--- config.mk ---
export PLATFORM = sky130hd
export DESIGN_NAME = framed_set_time_command_parser
export DESIGN_NICKNAME = d
export VERILOG_FILES = /design/src/sv/fstc_pkg.sv /design/src/sv/framed_set_time_command_parser.sv
export SDC_FILE = /design/constraint.sdc
export NUM_CORES = 1
export LEC_CHECK = 0
export ABC_AREA = 1
export BUFFER_PORTS_ARGS = -buffer_cell sky130_fd_sc_hd__buf_2
export CAP_MARGIN = 10
export CELL_PAD_IN_SITES_DETAIL_PLACEMENT = 1
export CELL_PAD_IN_SITES_GLOBAL_PLACEMENT = 1
export CORE_ASPECT_RATIO = 1.2
export CORE_MARGIN = 4
export CORE_UTILIZATION = 29
export DETAILED_ROUTE_END_ITERATION = 7
export PLACE_DENSITY = 0.59
export SLEW_MARGIN = 10
export SYNTH_ARGS = -nofsm -noshare
export SYNTH_HDL_FRONTEND = slang
export SYNTH_SLANG_ARGS = --single-unit
--- constraint.sdc ---
create_clock -name clk -period 3.6 [get_ports clk]
set_clock_uncertainty 0.2 [all_clocks]
set_input_delay 0.36 -clock clk [delete_from_list [all_inputs] [get_ports clk]]
set_output_delay 0.36 -clock clk [all_outputs]
set_load 0.01 [all_outputs]
--- src/sv/fstc_pkg.sv ---
// shared types and constants for the framed set time command parser
package fstc_pkg;

  typedef enum logic [2:0] {
    ST_OK         = 3'd0,
    ST_BAD_FUNC   = 3'd1,
    ST_BAD_OPT    = 3'd2,
    ST_NOT_NUMBER = 3'd3,
    ST_ZERO       = 3'd4
  } status_t;

  typedef enum logic [1:0] {
    STAGE_FUNC = 2'd0,
    STAGE_OPT  = 2'd1,
    STAGE_NUM  = 2'd2,
    STAGE_DONE = 2'd3
  } stage_t;

  typedef enum logic {
    REG_START_CHAR = 1'b0,
    REG_END_CHAR   = 1'b1
  } reg_index_t;

  localparam logic [7:0] START_CHAR_RESET = 8'd36;
  localparam logic [7:0] END_CHAR_RESET   = 8'd13;
  localparam logic [7:0] CHAR_SPACE       = 8'd32;
  localparam logic [7:0] CHAR_DIGIT_LO    = 8'd48;
  localparam logic [7:0] CHAR_DIGIT_HI    = 8'd57;
  localparam logic [2:0] FUNC_LEN         = 3'd3;
  localparam logic [2:0] OPT_LEN          = 3'd4;
  localparam logic [2:0] POS_MAX          = 3'd7;

  // letter of "set" at a word position, zero past the end
  function automatic logic [7:0] func_kw(input logic [2:0] pos);
    logic [7:0] ch;
    case (pos)
      3'd0:    ch = 8'h73;
      3'd1:    ch = 8'h65;
      3'd2:    ch = 8'h74;
      default: ch = 8'h00;
    endcase
    return ch;
  endfunction

  // letter of "time" at a word position, zero past the end
  function automatic logic [7:0] opt_kw(input logic [2:0] pos);
    logic [7:0] ch;
    case (pos)
      3'd0:    ch = 8'h74;
      3'd1:    ch = 8'h69;
      3'd2:    ch = 8'h6d;
      3'd3:    ch = 8'h65;
      default: ch = 8'h00;
    endcase
    return ch;
  endfunction

endpackage

--- src/sv/framed_set_time_command_parser.sv ---
// framed "set time" command parser, one received byte per beat
// a byte ending a frame passes the input register at its accept, then the result
// register when the parse state advances on it
// throughput: one byte per cycle, set by the single parse state update per byte
// while the result register is full and not taken, the input stage holds
// reset: synchronous, clears the frame state and restores start '$' and end CR
module framed_set_time_command_parser (
  input  logic        clk,
  input  logic        rst,
  input  logic        cfg_we,
  input  logic        cfg_index,
  input  logic [7:0]  cfg_data,
  input  logic        s_axis_tvalid,
  output logic        s_axis_tready,
  input  logic [7:0]  s_axis_tdata,   // [7:0] rx_byte
  output logic        m_axis_tvalid,
  input  logic        m_axis_tready,
  output logic [15:0] m_axis_tdata    // [2:0] status, [10:3] seconds, [15:11] zero
);

  import fstc_pkg::*;

  logic [7:0] start_char;
  logic [7:0] end_char;

  logic       in_valid;
  logic [7:0] in_byte;

  logic       in_frame, in_frame_next;
  stage_t     parse_stage, parse_stage_next;
  logic [2:0] word_position, word_position_next;
  logic       word_matches, word_matches_next;
  status_t    error_code, error_code_next;
  logic [7:0] value_accumulator, value_accumulator_next;

  logic       out_valid;
  status_t    out_status;
  logic [7:0] out_seconds;

  logic       advance;
  logic       res_valid;
  status_t    res_status;
  logic [7:0] res_seconds;

  // word close results
  stage_t     ew_stage;
  status_t    ew_error;
  logic [7:0] kw_ch;
  logic [2:0] kw_len;
  logic [7:0] digit;

  assign advance       = in_valid && (!out_valid || m_axis_tready);
  assign s_axis_tready = !in_valid || advance;
  assign m_axis_tvalid = out_valid;
  assign m_axis_tdata  = {5'd0, out_seconds, out_status};
  assign digit         = in_byte - CHAR_DIGIT_LO;

  // effect of a space or end byte on the current word
  always_comb begin
    ew_stage = parse_stage;
    ew_error = error_code;
    case (parse_stage)
      STAGE_FUNC: begin
        if (word_matches && word_position == FUNC_LEN) begin
          ew_stage = STAGE_OPT;
        end else begin
          ew_stage = STAGE_DONE;
          ew_error = ST_BAD_FUNC;
        end
      end
      STAGE_OPT: begin
        if (word_matches && word_position == OPT_LEN) begin
          ew_stage = STAGE_NUM;
        end else begin
          ew_stage = STAGE_DONE;
          ew_error = ST_BAD_OPT;
        end
      end
      default: ew_stage = STAGE_DONE;
    endcase
  end

  always_comb begin
    if (parse_stage == STAGE_FUNC) begin
      kw_ch  = func_kw(word_position);
      kw_len = FUNC_LEN;
    end else begin
      kw_ch  = opt_kw(word_position);
      kw_len = OPT_LEN;
    end
  end

  always_comb begin
    in_frame_next          = in_frame;
    parse_stage_next       = parse_stage;
    word_position_next     = word_position;
    word_matches_next      = word_matches;
    error_code_next        = error_code;
    value_accumulator_next = value_accumulator;
    res_valid              = 1'b0;
    res_status             = ST_OK;
    res_seconds            = 8'd0;

    if (in_byte == start_char || (in_frame && in_byte == end_char)) begin
      // frame opens, reopens or closes: parse state starts over
      in_frame_next          = (in_byte == start_char);
      parse_stage_next       = STAGE_FUNC;
      word_position_next     = 3'd0;
      word_matches_next      = 1'b1;
      error_code_next        = ST_OK;
      value_accumulator_next = 8'd0;
      if (in_byte != start_char) begin
        res_valid = 1'b1;
        if (error_code != ST_OK) begin
          res_status = error_code;
        end else if (parse_stage != STAGE_DONE && ew_error != ST_OK) begin
          res_status = ew_error;
        end else if (parse_stage != STAGE_DONE && ew_stage == STAGE_OPT) begin
          res_status = ST_BAD_OPT;
        end else if (value_accumulator == 8'd0) begin
          res_status = ST_ZERO;
        end else begin
          res_status  = ST_OK;
          res_seconds = value_accumulator;
        end
      end
    end else if (in_frame && parse_stage != STAGE_DONE) begin
      if (in_byte == CHAR_SPACE) begin
        parse_stage_next   = ew_stage;
        error_code_next    = ew_error;
        word_position_next = 3'd0;
        word_matches_next  = 1'b1;
      end else if (parse_stage == STAGE_NUM) begin
        if (in_byte < CHAR_DIGIT_LO || in_byte > CHAR_DIGIT_HI) begin
          error_code_next  = ST_NOT_NUMBER;
          parse_stage_next = STAGE_DONE;
        end else begin
          value_accumulator_next = {value_accumulator[4:0], 3'd0}
                                 + {value_accumulator[6:0], 1'b0} + digit;
        end
      end else begin
        if (word_position >= kw_len || kw_ch != in_byte) begin
          word_matches_next = 1'b0;
        end
        if (word_position < POS_MAX) begin
          word_position_next = word_position + 3'd1;
        end
      end
    end
  end

  always_ff @(posedge clk) begin
    if (rst) begin
      start_char        <= START_CHAR_RESET;
      end_char          <= END_CHAR_RESET;
      in_valid          <= 1'b0;
      out_valid         <= 1'b0;
      in_frame          <= 1'b0;
      parse_stage       <= STAGE_FUNC;
      word_position     <= 3'd0;
      word_matches      <= 1'b1;
      error_code        <= ST_OK;
      value_accumulator <= 8'd0;
    end else begin
      if (cfg_we) begin
        case (reg_index_t'(cfg_index))
          REG_START_CHAR: start_char <= cfg_data;
          REG_END_CHAR:   end_char   <= cfg_data;
          default:        start_char <= start_char;
        endcase
      end
      if (s_axis_tready) begin
        in_valid <= s_axis_tvalid;
      end
      if (advance && res_valid) begin
        out_valid <= 1'b1;
      end else if (m_axis_tready) begin
        out_valid <= 1'b0;
      end
      if (advance) begin
        in_frame          <= in_frame_next;
        parse_stage       <= parse_stage_next;
        word_position     <= word_position_next;
        word_matches      <= word_matches_next;
        error_code        <= error_code_next;
        value_accumulator <= value_accumulator_next;
      end
    end
  end

  // payload registers
  always_ff @(posedge clk) begin
    if (s_axis_tready && s_axis_tvalid) begin
      in_byte <= s_axis_tdata;
    end
    if (advance && res_valid) begin
      out_status  <= res_status;
      out_seconds <= res_seconds;
    end
  end

endmodule

==> results of run 1 <==
## how the worst min path moves through the flow
stage                               end  slack, ns  depth (start not counted)
after floorplan            word_matches       0.24                          2
after global placement    start_char[1]       0.26                          2
after detailed placement  start_char[1]       0.27                          2
after CTS                    in_byte[0]       0.03                          1
after global routing         in_byte[2]       0.03                          1
final                        in_byte[0]       0.03                          1
## sequential cells by signal, indices dropped and copies added (netlist names)
name               count
in_frame               1
m_axis_tvalid          1
out_seconds            8
start_char             8
error_code             3
parse_stage            2
word_position          3
word_matches           1
in_valid               1
end_char               8
in_byte                8
value_accumulator      8
out_status             3
## metrics by stage
stage          hold WS (ns)  cell area (µm²)  std cells  total power [mW]
2_1_floorplan         0.238             3500        465             0.780
3_3_place_gp          0.259             3790        645             0.817
3_5_place_dp          0.268             3790        645             0.820
4_1_cts              0.0279             3980        653              1.46
5_1_grt              0.0306             3980        653              1.50
6_report             0.0325             3980        653              1.44
## worst max-delay path, cell delays in order, from the launching register on
cell and delay, ns:
sky130_fd_sc_hd__edfxtp_1 0.50, sky130_fd_sc_hd__inv_2 0.10, sky130_fd_sc_hd__fa_1 0.53, sky130_fd_sc_hd__inv_1 0.04, sky130_fd_sc_hd__ha_1 0.28, sky130_fd_sc_hd__ha_1 0.23
sky130_fd_sc_hd__fa_1 0.41, sky130_fd_sc_hd__nand3_1 0.12, sky130_fd_sc_hd__nand2_1 0.07, sky130_fd_sc_hd__nand2b_1 0.10, sky130_fd_sc_hd__nand2_1 0.06, sky130_fd_sc_hd__nand3_1 0.06
sky130_fd_sc_hd__nand2_1 0.05, sky130_fd_sc_hd__inv_1 0.05, sky130_fd_sc_hd__nand4_1 0.06, sky130_fd_sc_hd__a21oi_1 0.14
## metal layers
metal / wire length (µm) / up-vias
li1: - / 1551
met1: 4440 / 1466
met2: 5030 / 40
met3: 225 / 7
met4: 138 / 0
met5: 0 / -
## power by group through the flow
stage	registers (mW)	clock network [mW]	logic, mW
floorplan	0.683	0	0.0970
global placement	0.692	0	0.125
detailed placement	0.692	0	0.127
CTS	0.678	0.649	0.128
global route	0.680	0.672	0.145
finish	0.677	0.638	0.126
## cell usage in the layout (no fill, tap or decap), types with 7 or more instances in the layout
cell type                    n
sky130_fd_sc_hd__nand3_1    30
sky130_fd_sc_hd__inv_1      55
sky130_fd_sc_hd__dfxtp_1    36
sky130_fd_sc_hd__o21ai_0    20
sky130_fd_sc_hd__ha_1       19
sky130_fd_sc_hd__xnor2_1    10
sky130_fd_sc_hd__nand4_1    17
sky130_fd_sc_hd__a21oi_1    20
sky130_fd_sc_hd__nor2_1     59
sky130_fd_sc_hd__nor2_2      7
sky130_fd_sc_hd__buf_2      34
sky130_fd_sc_hd__edfxtp_1   19
sky130_fd_sc_hd__inv_2       7
sky130_fd_sc_hd__nand2_1   105
## kinds of logic (layout without fill, tap and decap cells)
logic type | Yosys count | count (layout)
other cells | 1 | 5
fa+ha+maj | 24 | 24
flops | 55 | 55
simple gates | 239 | 239
compound gates | 52 | 52
buf+inv | 76 | 107
xor+xnor | 14 | 14
## cell type report
| cell class | count | area [µm²] | share of cell area |
|---|---|---|---|
| clock buffers | 6 | 129 | 0.0324 |
| clock inverters | 2 | 60.1 | 0.0151 |
| repair buffers | 35 | 178 | 0.0446 |
| well taps | 157 | 196 | 0.0493 |
| inverters | 64 | 243 | 0.0609 |
| multi-input cells | 334 | 1890 | 0.473 |
| flip-flops and latches | 55 | 1290 | 0.324 |
==> metrics list, run 1 <==
- Clock transition at the registers of the reported paths: 0.08 ns
- Routability-driven placement finished with a final weighted congestion of 0.822.
* Final critical-path share of the clock period: 0.853
- For this run the aggregate overflow at the end of global routing stands at 0.
- At the worst endpoint, the arrival time is 3.10 ns.
- Met2 Track Usage GR: 0.272
* Post-synthesis cell count: 461
- Start-to-end type of the worst setup path: flip-flop to flip-flop
- The clock passes through at most 2 buffers.
- The global routing stage identified its most utilized layer as met2.
- Measured against its own limit, the worst slew margin works out to 0.456.
- Chip Width: 108 µm
- Detailed placement finished with a half-perimeter wire length of 7.91 mm.
* Internal power of the cells: 1.10 mW
- Largest driver fanout on the critical path: 7
- The worst setup path is captured at a flip-flop.
- Portion of total power attributed to combinational logic: 0.088
- Setup violations remaining at the end of the flow were counted as 0.
* Vertical die dimension: 128 µm
- Setup crit end: value_accumulator[7]
- In the final routed layout, each cell accounts on average for 15.1 µm.
- For this design the top-level I/O count stands at 40.
- The share of the Yosys chip area taken by registers is 0.371.
- STA puts the critical path data required time at 3.63 ns.
* CP Launch Type: flip-flop
- Tracing the worst setup path back leads to its startpoint at in_byte[3].
* Post-layout worst setup margin: 0.531 ns
- For the pin with the worst max-slew slack, the measured transition is 0.816 ns.
- CTS saw 55 sinks.
- After synthesis, the largest family of logic cells by area is simple AND/OR/NAND/NOR gates.
- By instance count, the leading cell after synthesis is sky130_fd_sc_hd__nand2_1.
- For this run, the total global-route usage over all layers was measured as 0.151.
- In the global route stage, met3 resource usage came out at 0.0217.
- Number of gates resized after CTS: 0
- Number of iterations in the first detailed-routing pass: 4
* P&R area growth vs syn: 14.4%
- Lkg Pwr: 1.83 nW
* Worst IR drop on VDD: 0.000211 V
* Adder and majority cell fraction of the synthesized area: 0.0971
- Switch Pwr: 0.337 mW
- Proportion of layout cells with a drive suffix above 1: 0.143
- Count of input and output buffers: 34
- The repair_antennas step left the layout with diodes totalling 0.
* Maximum operating frequency: 0.326 GHz
- Counting cells, the worst reg-to-reg path comes to 15.
- The detailed router finished its first iteration with 131 violations.
- RSZ-0062 raised after global routing: no
- At the end of the flow the core is filled with cells to 0.341.
- Simple-gate share of the synthesized area: 0.319
- The routed design could run at a clock period as short as 3.07 ns.
* Setup slack at placement: 0.506 ns
- The tree is rooted in a sky130_fd_sc_hd__clkbuf_16.
* Number of standard-cell rows in the floorplan: 43
- Insertion delay of the later-clocked pin in the worst-skew pair: 0.30 ns
* Number of buffers added for setup after CTS: 0
- Power spread over the standard cell area amounts to 362 nW/µm².
* Maximum number of pins on one net before global-route repair: 27
- Setup slack on the worst reg-to-reg path comes out at 0.53 ns.
- Number of global-route vias before repair: 3241
- The synthesized design contains 19 enable-type register cells.
- Hold repair after CTS inserted 0 buffers.
- Via density per instance: 4.69
- Post-synthesis register bit count: 55
- After detailed routing, the number of remaining DRC violations is 0.
* Number of antenna violations at the first check in global routing: 0
* Final sum of negative setup slack: 0 ns
- The number of max-slew violations in the final report was 0.
- Total of max-cap violations: 0
- Leading cell types by total area after synthesis: sky130_fd_sc_hd__dfxtp_1 (21%), sky130_fd_sc_hd__edfxtp_1 (16%), sky130_fd_sc_hd__nand2_1 (11%), sky130_fd_sc_hd__ha_1 (6.8%), sky130_fd_sc_hd__nor2_1 (6.4%)
* Most numerous cell types in the synthesized netlist: sky130_fd_sc_hd__nand2_1 (105), sky130_fd_sc_hd__nor2_1 (59), sky130_fd_sc_hd__inv_1 (55)
- Of the total power, registers draw 0.470.
- Detailed-route wire length: 9.84 mm
- Final-stage net count: 541
- Of the total synthesized cell area, the portion taken by XOR and XNOR cells is 0.0352.
* TritonCTS clock tree: yes
* Hold violation count in the final report: 0
- The worst register-to-register path begins at in_byte[3].
* Count of filler cells inserted in the layout: 1474
- During synthesis, Yosys emitted a total of 0 warnings.
- Counting flops with an async set or reset pin after synthesis yields a share of 0.
- Worst r2r dst: value_accumulator[7]
- In this run, CTS created clock tree buffers numbering 5.
* First-pass GRT wire length: 16.5 mm
- In this run the worst hold path is classified as input pin to flip-flop.
- Die Footprint: 13800 µm²
- Part of the total power dissipated in the clock network: 0.442
* Launch point of the worst hold path: s_axis_tdata[0]
- Switching portion of total power: 0.234
* Post-synth top flop: sky130_fd_sc_hd__dfxtp_1
- Mean instance size in the synthesized netlist: 7.55 µm²
* Yosys top cell area share: 0.207
- The netlist uses 45 different library cells.
- Across all layers, the routed design uses 3064 vias.
- The run finished with clean final reports.
* Core Area: 11700 µm²
* Maximum level of the CTS H-tree: 2
- In the global route stage, met1 resource usage came out at 0.189.
- Count of nets left with antenna violations after detail routing: 0
- Of the post-synthesis cell area, the part taken by muxes is 0.
- Cell Area, Synth: 3480 µm²
* Starting utilization of the core area: 0.298
* Dominant cell type by area after synthesis: sky130_fd_sc_hd__dfxtp_1
* Compound-Gate Fraction of Synth Area: 0.0848
No activity file was read; power rests on OpenSTA's default activity.
==> run 2, diff against run 1 <==
PLACE_DENSITY = not set   (was 0.59)
PLACE_DENSITY_LB_ADDON = 0.1   (was not set)
==> metrics list, run 2 (synthesis results as in run 1) <==
- The flow ran to the end, and the final reports show no timing, DRC or antenna violations.
* Clock transition at the registers of the reported paths: 0.08 ns (about the same)
- The count of TritonRoute iterations in the first routing pass came to 6 (+2).
- Count of input and output buffers: 34 (unchanged)
- Starting utilization of the core area: 0.298 (unchanged)
* Total design power: 1.31 mW (-9.1%)
- Worst relative slew slack: 0.427 (-0.0282)
* Start-to-end type of the worst setup path: flip-flop to flip-flop
- The worst path setup slack after routing is 0.524 ns (-0.00709 ns).
* Core Area: 11700 µm² (unchanged)
- In the layout the commonest cells are sky130_fd_sc_hd__nand2_1 (105), sky130_fd_sc_hd__nor2_1 (59), sky130_fd_sc_hd__inv_1 (55), sky130_fd_sc_hd__dfxtp_1 (36), sky130_fd_sc_hd__buf_2 (34).
* Setup slack at placement: 0.528 ns (+0.0221 ns)
- Number of antenna violations at the first check in global routing: 0 (unchanged)
- Proportion of layout cells with a drive suffix above 1: 0.145 (+0.00202)
* Die Footprint: 13800 µm² (unchanged)
* Count of inserted antenna diode cells: 0 (unchanged)
* Maximum operating frequency: 0.325 GHz (-0.23%)
* Number of buffers added for setup after CTS: 0 (unchanged)
- The maximum number of pins on one net before global-route repair was 27 (unchanged).
* Total congestion overflow after global routing: 0 (unchanged)
* CP Launch Type: flip-flop
* CTS sink count: 55 (unchanged)
- The total wire length came to 9.97 mm (+1.3%).
* Inserted Clock Buffers: 5 (unchanged)
- Count of nets left with antenna violations after detail routing: 0 (unchanged)
* Number of global-route vias before repair: 3219 (-0.68%)
* Pwr per Cell Area: 332 nW/µm² (-8.1%)
- The final cell count without fillers is 653 (unchanged).
* DRC: 0 (unchanged)
- The max-capacitance violation count is 0 (unchanged).
* Utilization after layout: 0.338 (-0.00343)
* Sum of net half-perimeters after detailed placement: 8.16 mm (+3.2%)
- # IOs: 40 (unchanged)
- Number of gates resized after CTS: 0 (unchanged)
- CP Data Required Time: 3.63 ns (about the same)
* Chip Width: 108 µm (unchanged)
- Leaving out fill and tap cells, the most frequent cell in the layout is sky130_fd_sc_hd__nand2_1.
- Total setup violations reported at the end of the flow: 0 (unchanged)
- Insertion delay of the later-clocked pin in the worst-skew pair: 0.30 ns (about the same)
- The slew at the pin closest to its max-slew limit was 0.858 ns (+0.0422 ns).
- The number of design-rule violations left by the first detailed-router iteration was 85 (-35%).
- Worst IR drop on VDD: 0.000172 V (-19%)
- Setup repair after global routing left no endpoint under its margin.
- The routed via count is 3057 (-0.23%).
- TritonCTS built the clock tree.
- The total leakage power came to 1.81 nW (-1.1%).
* Largest driver fanout on the critical path: 7 (unchanged)
- The tightest min-delay check is of the input pin to flip-flop type.
* Number of standard-cell rows in the floorplan: 43 (unchanged)
* Hold violation count in the final report: 0 (unchanged)
* Final critical-path share of the clock period: 0.855 (+0.00197)
- Final Max Tran Viols: 0 (unchanged)
- The first-pass GRT wire length is 16.4 mm (-0.59%).
- CTS placed an instance of sky130_fd_sc_hd__clkbuf_16 at the clock tree root.
- Via density per instance: 4.68 (-0.23%)
* Arrival @ worst endpoint: 3.11 ns (about the same)
- Clock Tree Buf Depth: 2 (unchanged)
* Final-stage net count: 541 (unchanged)
- STA classifies the critical path endpoint as a flip-flop.
- The wire length per cell was 15.3 µm (+1.3%).
- The setup TNS is 0 ns (unchanged).
- The shortest clock period the worst path allows after layout is 3.08 ns (+0.00709 ns).
* Gp weighted congestion: 0.846 (+2.9%)
- The vertical die dimension is 128 µm (unchanged).
* Maximum level of the CTS H-tree: 2 (unchanged)
- Compared with the post-synthesis result, the final layout area differs by 13.3%.
- The instance count after placement with tap cells included came to 645 (unchanged).
- The hold buffer count at CTS is 0 (unchanged).
- Overall Global Routing Usage: 0.153 (+0.00191)
==> run 2: cell count changes in the layout (fill, tap and decap cells not counted) <==
cell | before | now
sky130_fd_sc_hd__inv_8 | 0 | 1
sky130_fd_sc_hd__clkbuf_1 | 1 | 0
sky130_fd_sc_hd__bufinv_16 | 2 | 0
sky130_fd_sc_hd__clkinv_2 | 0 | 1
sky130_fd_sc_hd__clkinvlp_4 | 0 | 1
==> run 2: cell type report <==
type	instances	area, µm²
clock buffer	5	125
clock inverter	3	23.8
fill	1484	7730
inverter	64	243
multi-input combinational	334	1890
sequential	55	1290
tap	157	196
timing repair buffer	35	178
==> run 2: critical path, stage by stage (launching register included) <==
cell                       delay (ns)
sky130_fd_sc_hd__edfxtp_1        0.51
sky130_fd_sc_hd__inv_2           0.10
sky130_fd_sc_hd__fa_1            0.55
sky130_fd_sc_hd__inv_1           0.04
sky130_fd_sc_hd__ha_1            0.29
sky130_fd_sc_hd__ha_1            0.23
sky130_fd_sc_hd__fa_1            0.40
sky130_fd_sc_hd__nand3_1         0.12
sky130_fd_sc_hd__nand2_1         0.06
sky130_fd_sc_hd__nand2b_1        0.09
sky130_fd_sc_hd__nand2_1         0.05
sky130_fd_sc_hd__nand3_1         0.06
sky130_fd_sc_hd__nand2_1         0.05
sky130_fd_sc_hd__inv_1           0.05
sky130_fd_sc_hd__nand4_1         0.07
sky130_fd_sc_hd__a21oi_1         0.14
==> run 2: per-stage QoR <==
step	cell area, µm²	hold slack [ns]
global route	3940	0.0160
detailed placement	3790	0.268
CTS	3940	0.0253
floorplan	3500	0.238
finish	3940	0.0343
global placement	3790	0.258
==> run 2: report_power, final <==
| group | switching, mW | internal, mW | leakage (nW) |
|---|---|---|---|
| Clock | 0.244 | 0.262 | 0.0717 |
| Sequential | 0.0203 | 0.658 | 0.457 |
| Combinational | 0.0795 | 0.0466 | 1.28 |
==> run 2: worst paths after layout <==
path                    from              endpoint  slack (ns)  cells after the start
min reg2reg      end_char[1]           end_char[1]        0.28                      2
min          s_axis_tdata[6]            in_byte[6]        0.03                      1
max               in_byte[3]  value_accumulator[7]        0.52                     15
max reg2reg       in_byte[3]  value_accumulator[7]        0.52                     15
==> run 2: layer usage <==
| metal | GRT usage | up-vias | wire, µm |
|---|---|---|---|
| met1 | 0.174 | 1457 | 4150 |
| met2 | 0.294 | 39 | 5440 |
| met3 | 0.0232 | 9 | 230 |
| li1 | - | 1552 | - |
| met5 | 0 | - | 0 |
| met4 | 0.0394 | 0 | 146 |
==> run 3, diff against run 2 <==
--- a/config.mk
+++ b/config.mk
@@ -14,4 +14,5 @@
 export CORE_MARGIN = 4
 export CORE_UTILIZATION = 29
+export CTS_CLUSTER_SIZE = 14
 export DETAILED_ROUTE_END_ITERATION = 7
 export PLACE_DENSITY_LB_ADDON = 0.1
==> constraint.sdc (replaced) <==
create_clock -name clk -period 3.6 [get_ports clk]
set_clock_uncertainty 0.2 [all_clocks]
set_input_delay 0 -clock clk [delete_from_list [all_inputs] [get_ports clk]]
set_output_delay 0 -clock clk [all_outputs]
set_load 0.01 [all_outputs]
==> metrics list, run 3 (synthesis results as in run 1) <==
- The peak fanout along the critical path is 7 (unchanged).
* RSZ-0062 raised after global routing: no
* Maximum level of the CTS H-tree: 2 (unchanged)
- The worst setup path is captured at a flip-flop.
- Post-layout worst setup margin: 0.527 ns (+0.00357 ns)
- Hold Crit Class: input pin to flip-flop
* Launch point of the worst reg-to-reg path: in_byte[3]
- The floorplan die width was 108 µm (unchanged).
* Highest-count cells in the layout ignoring fill and taps: sky130_fd_sc_hd__nand2_1 (105), sky130_fd_sc_hd__nor2_1 (59), sky130_fd_sc_hd__inv_1 (55), sky130_fd_sc_hd__dfxtp_1 (36), sky130_fd_sc_hd__buf_2 (34)
- Worst relative slew slack: 0.425 (-0.00185)
* Total congestion overflow after global routing: 0 (unchanged)
* Violated checks: hold timing
* Result of the run: finished, violations left
- Vertical die dimension: 128 µm (unchanged)
* Via density per instance: 4.66 (-0.39%)
- Worst r2r dst: value_accumulator[7]
* Lkg Pwr: 1.91 nW (+5.6%)
* Sum of net half-perimeters after detailed placement: 8.16 mm (unchanged)
- Utilization after layout: 0.358 (+0.0206)
- Clock transition at the registers of the reported paths: 0.08 ns (about the same)
- The number of CTS-inserted buffers came to 5 (unchanged).
- The total power per unit cell area was 318 nW/µm² (-4.3%).
* Total design power: 1.33 mW (+1.5%)
* Number of iterations in the first detailed-routing pass: 6 (unchanged)
- The maximum frequency from static timing analysis came to 0.325 GHz (+0.12%).
- The area of the placeable core is 11700 µm² (unchanged).
- The initial cell density of the core came to 0.298 (unchanged).
- Gp weighted congestion: 0.846 (unchanged)
- The area growth from synthesis to layout is 20.2%.
- The filler cell count was 1462 (-1.5%).
- Start-to-end type of the worst setup path: flip-flop to flip-flop
- Transition time at the pin with the least slew margin: 0.861 ns (+0.00277 ns)
- The die area came to 13800 µm² (unchanged).
- Clock Tree Buf Depth: 2 (unchanged)
* Worst IR drop on VDD: 0.000174 V (+1.1%)
* Worst Reg2Reg Path Length in Cells: 15 (unchanged)
* Launch point of the worst hold path: cfg_we
- Leaving out fill and tap cells, the most frequent cell in the layout is sky130_fd_sc_hd__nand2_1.
* First-pass GRT wire length: 16.9 mm (+2.6%)
- The worst setup timing slack at the placement stage was 0.528 ns (unchanged).
* Vias after detailed routing: 3157 (+3.3%)
- The data arrival at the endpoint of the critical path came to 3.11 ns (about the same).
* Final hold slack: -0.00348 ns (-0.0378 ns)
* Time the worst path needs with I/O delays and setup: 3.07 ns (-0.00357 ns)
* Number of standard-cell rows in the floorplan: 43 (unchanged)
- Number of DRC markers after the initial detailed-route iteration: 79 (-7.1%)
* End point of the worst hold path: end_char[1]
* TritonCTS clock tree: yes
- Detail-routed net length per standard cell: 15.0 µm (-1.5%)
- CTS root buffer: sky130_fd_sc_hd__clkbuf_16
- Count of nets left with antenna violations after detail routing: 0 (unchanged)
* Reg2Reg Setup Slack: 0.53 ns (about the same)
* Overall Global Routing Usage: 0.157 (+0.00367)
- The total wire length came to 10.2 mm (+2.1%).
- Number of antenna violations at the first check in global routing: 0 (unchanged)
- STA classifies the critical path startpoint as a flip-flop.
- Total setup violations reported at the end of the flow: 0 (unchanged)
* CTS sink count: 55 (unchanged)
- Final-stage net count: 565 (+4.4%)
* Insertion delay of the later-clocked pin in the worst-skew pair: 0.30 ns (about the same)
* Total of max-cap violations: 0 (unchanged)
* Hold violation count in the final report: 1 (+1)
* Cell depth of the worst hold path: 3 (+2)
- The maximum number of pins on one net before global-route repair is 27 (unchanged).
* Proportion of layout cells with a drive suffix above 1: 0.138 (-0.00670)
- # IOs: 40 (unchanged)
- The number of max-slew violations in the final report was 0 (unchanged).
- The number of global-route vias before repair was 3341 (+3.8%).
* Final sum of negative setup slack: 0 ns (unchanged)
* Final critical-path share of the clock period: 0.854 (-0.000992)
- The worst endpoint required time came to 3.63 ns (about the same).
- The number of input and output port buffers inserted came to 34 (unchanged).
* Count of inserted antenna diode cells: 0 (unchanged)
- DRC: 0 (unchanged)
==> run 3: cell count changes in the layout (fill, tap and decap cells not counted), sizes merged <==
cell / delta
dlygate4sd3: +24
==> run 3: per-layer routing <==
metal	vias up	GRT usage	wire length [µm]
met3	9	0.0217	203
met5	-	0	0
li1	1604	-	-
met1	1505	0.175	4150
met2	39	0.307	5670
met4	0	0.0394	146
==> run 3: cell type report <==
| type | instances | area, µm² | area share |
|---|---|---|---|
| clock buffer | 5 | 125 | 0.0299 |
| clock inverter | 3 | 23.8 | 0.00568 |
| inverter | 64 | 243 | 0.0580 |
| multi-input combinational | 334 | 1890 | 0.451 |
| sequential | 55 | 1290 | 0.309 |
| tap | 157 | 196 | 0.0470 |
| timing repair buffer | 59 | 418 | 0.0999 |
==> run 3: critical path, stage by stage, from the launching register on <==
cell and delay [ns]:
sky130_fd_sc_hd__edfxtp_1 0.50, sky130_fd_sc_hd__inv_2 0.10, sky130_fd_sc_hd__fa_1 0.55, sky130_fd_sc_hd__inv_1 0.04, sky130_fd_sc_hd__ha_1 0.29, sky130_fd_sc_hd__ha_1 0.23, sky130_fd_sc_hd__fa_1 0.40, sky130_fd_sc_hd__nand3_1 0.12
sky130_fd_sc_hd__nand2_1 0.06, sky130_fd_sc_hd__nand2b_1 0.09, sky130_fd_sc_hd__nand2_1 0.05, sky130_fd_sc_hd__nand3_1 0.06, sky130_fd_sc_hd__nand2_1 0.05, sky130_fd_sc_hd__inv_1 0.05, sky130_fd_sc_hd__nand4_1 0.07, sky130_fd_sc_hd__a21oi_1 0.14
==> run 3: worst max-delay path by stage <==
stage                          start                    to  cells past startpoint
after detailed placement  in_byte[3]  value_accumulator[7]                     15
final                     in_byte[3]  value_accumulator[7]                     15
after global placement    in_byte[3]  value_accumulator[7]                     15
after CTS                 in_byte[3]  value_accumulator[7]                     15
after floorplan           in_byte[3]  value_accumulator[7]                     16
after global routing      in_byte[3]  value_accumulator[7]                     15
==> run 3: power breakdown <==
group	switching (mW)	internal, mW
clock	0.244	0.262
combinational	0.0829	0.0634
sequential	0.0203	0.658
total	0.347	0.984
==> run 3: metrics by stage <==
step,hold slack (ns),std cells,area (µm²)
final,-0.00348,677,4180
after global routing,0.0686,677,4180
after CTS,0.00515,677,4180
after detailed placement,-0.0210,645,3790
after global placement,-0.0191,645,3790
after floorplan,-0.101,465,3500
==> run 3: timing repair <==
| action | 4_1_cts | 5_1_grt |
|---|---|---|
| hold buffers | 24 | 0 |
| gates resized for setup | 0 | 0 |
| buffers inserted | 0 | 0 |
| endpoints found under the hold margin | 35 | 0 |
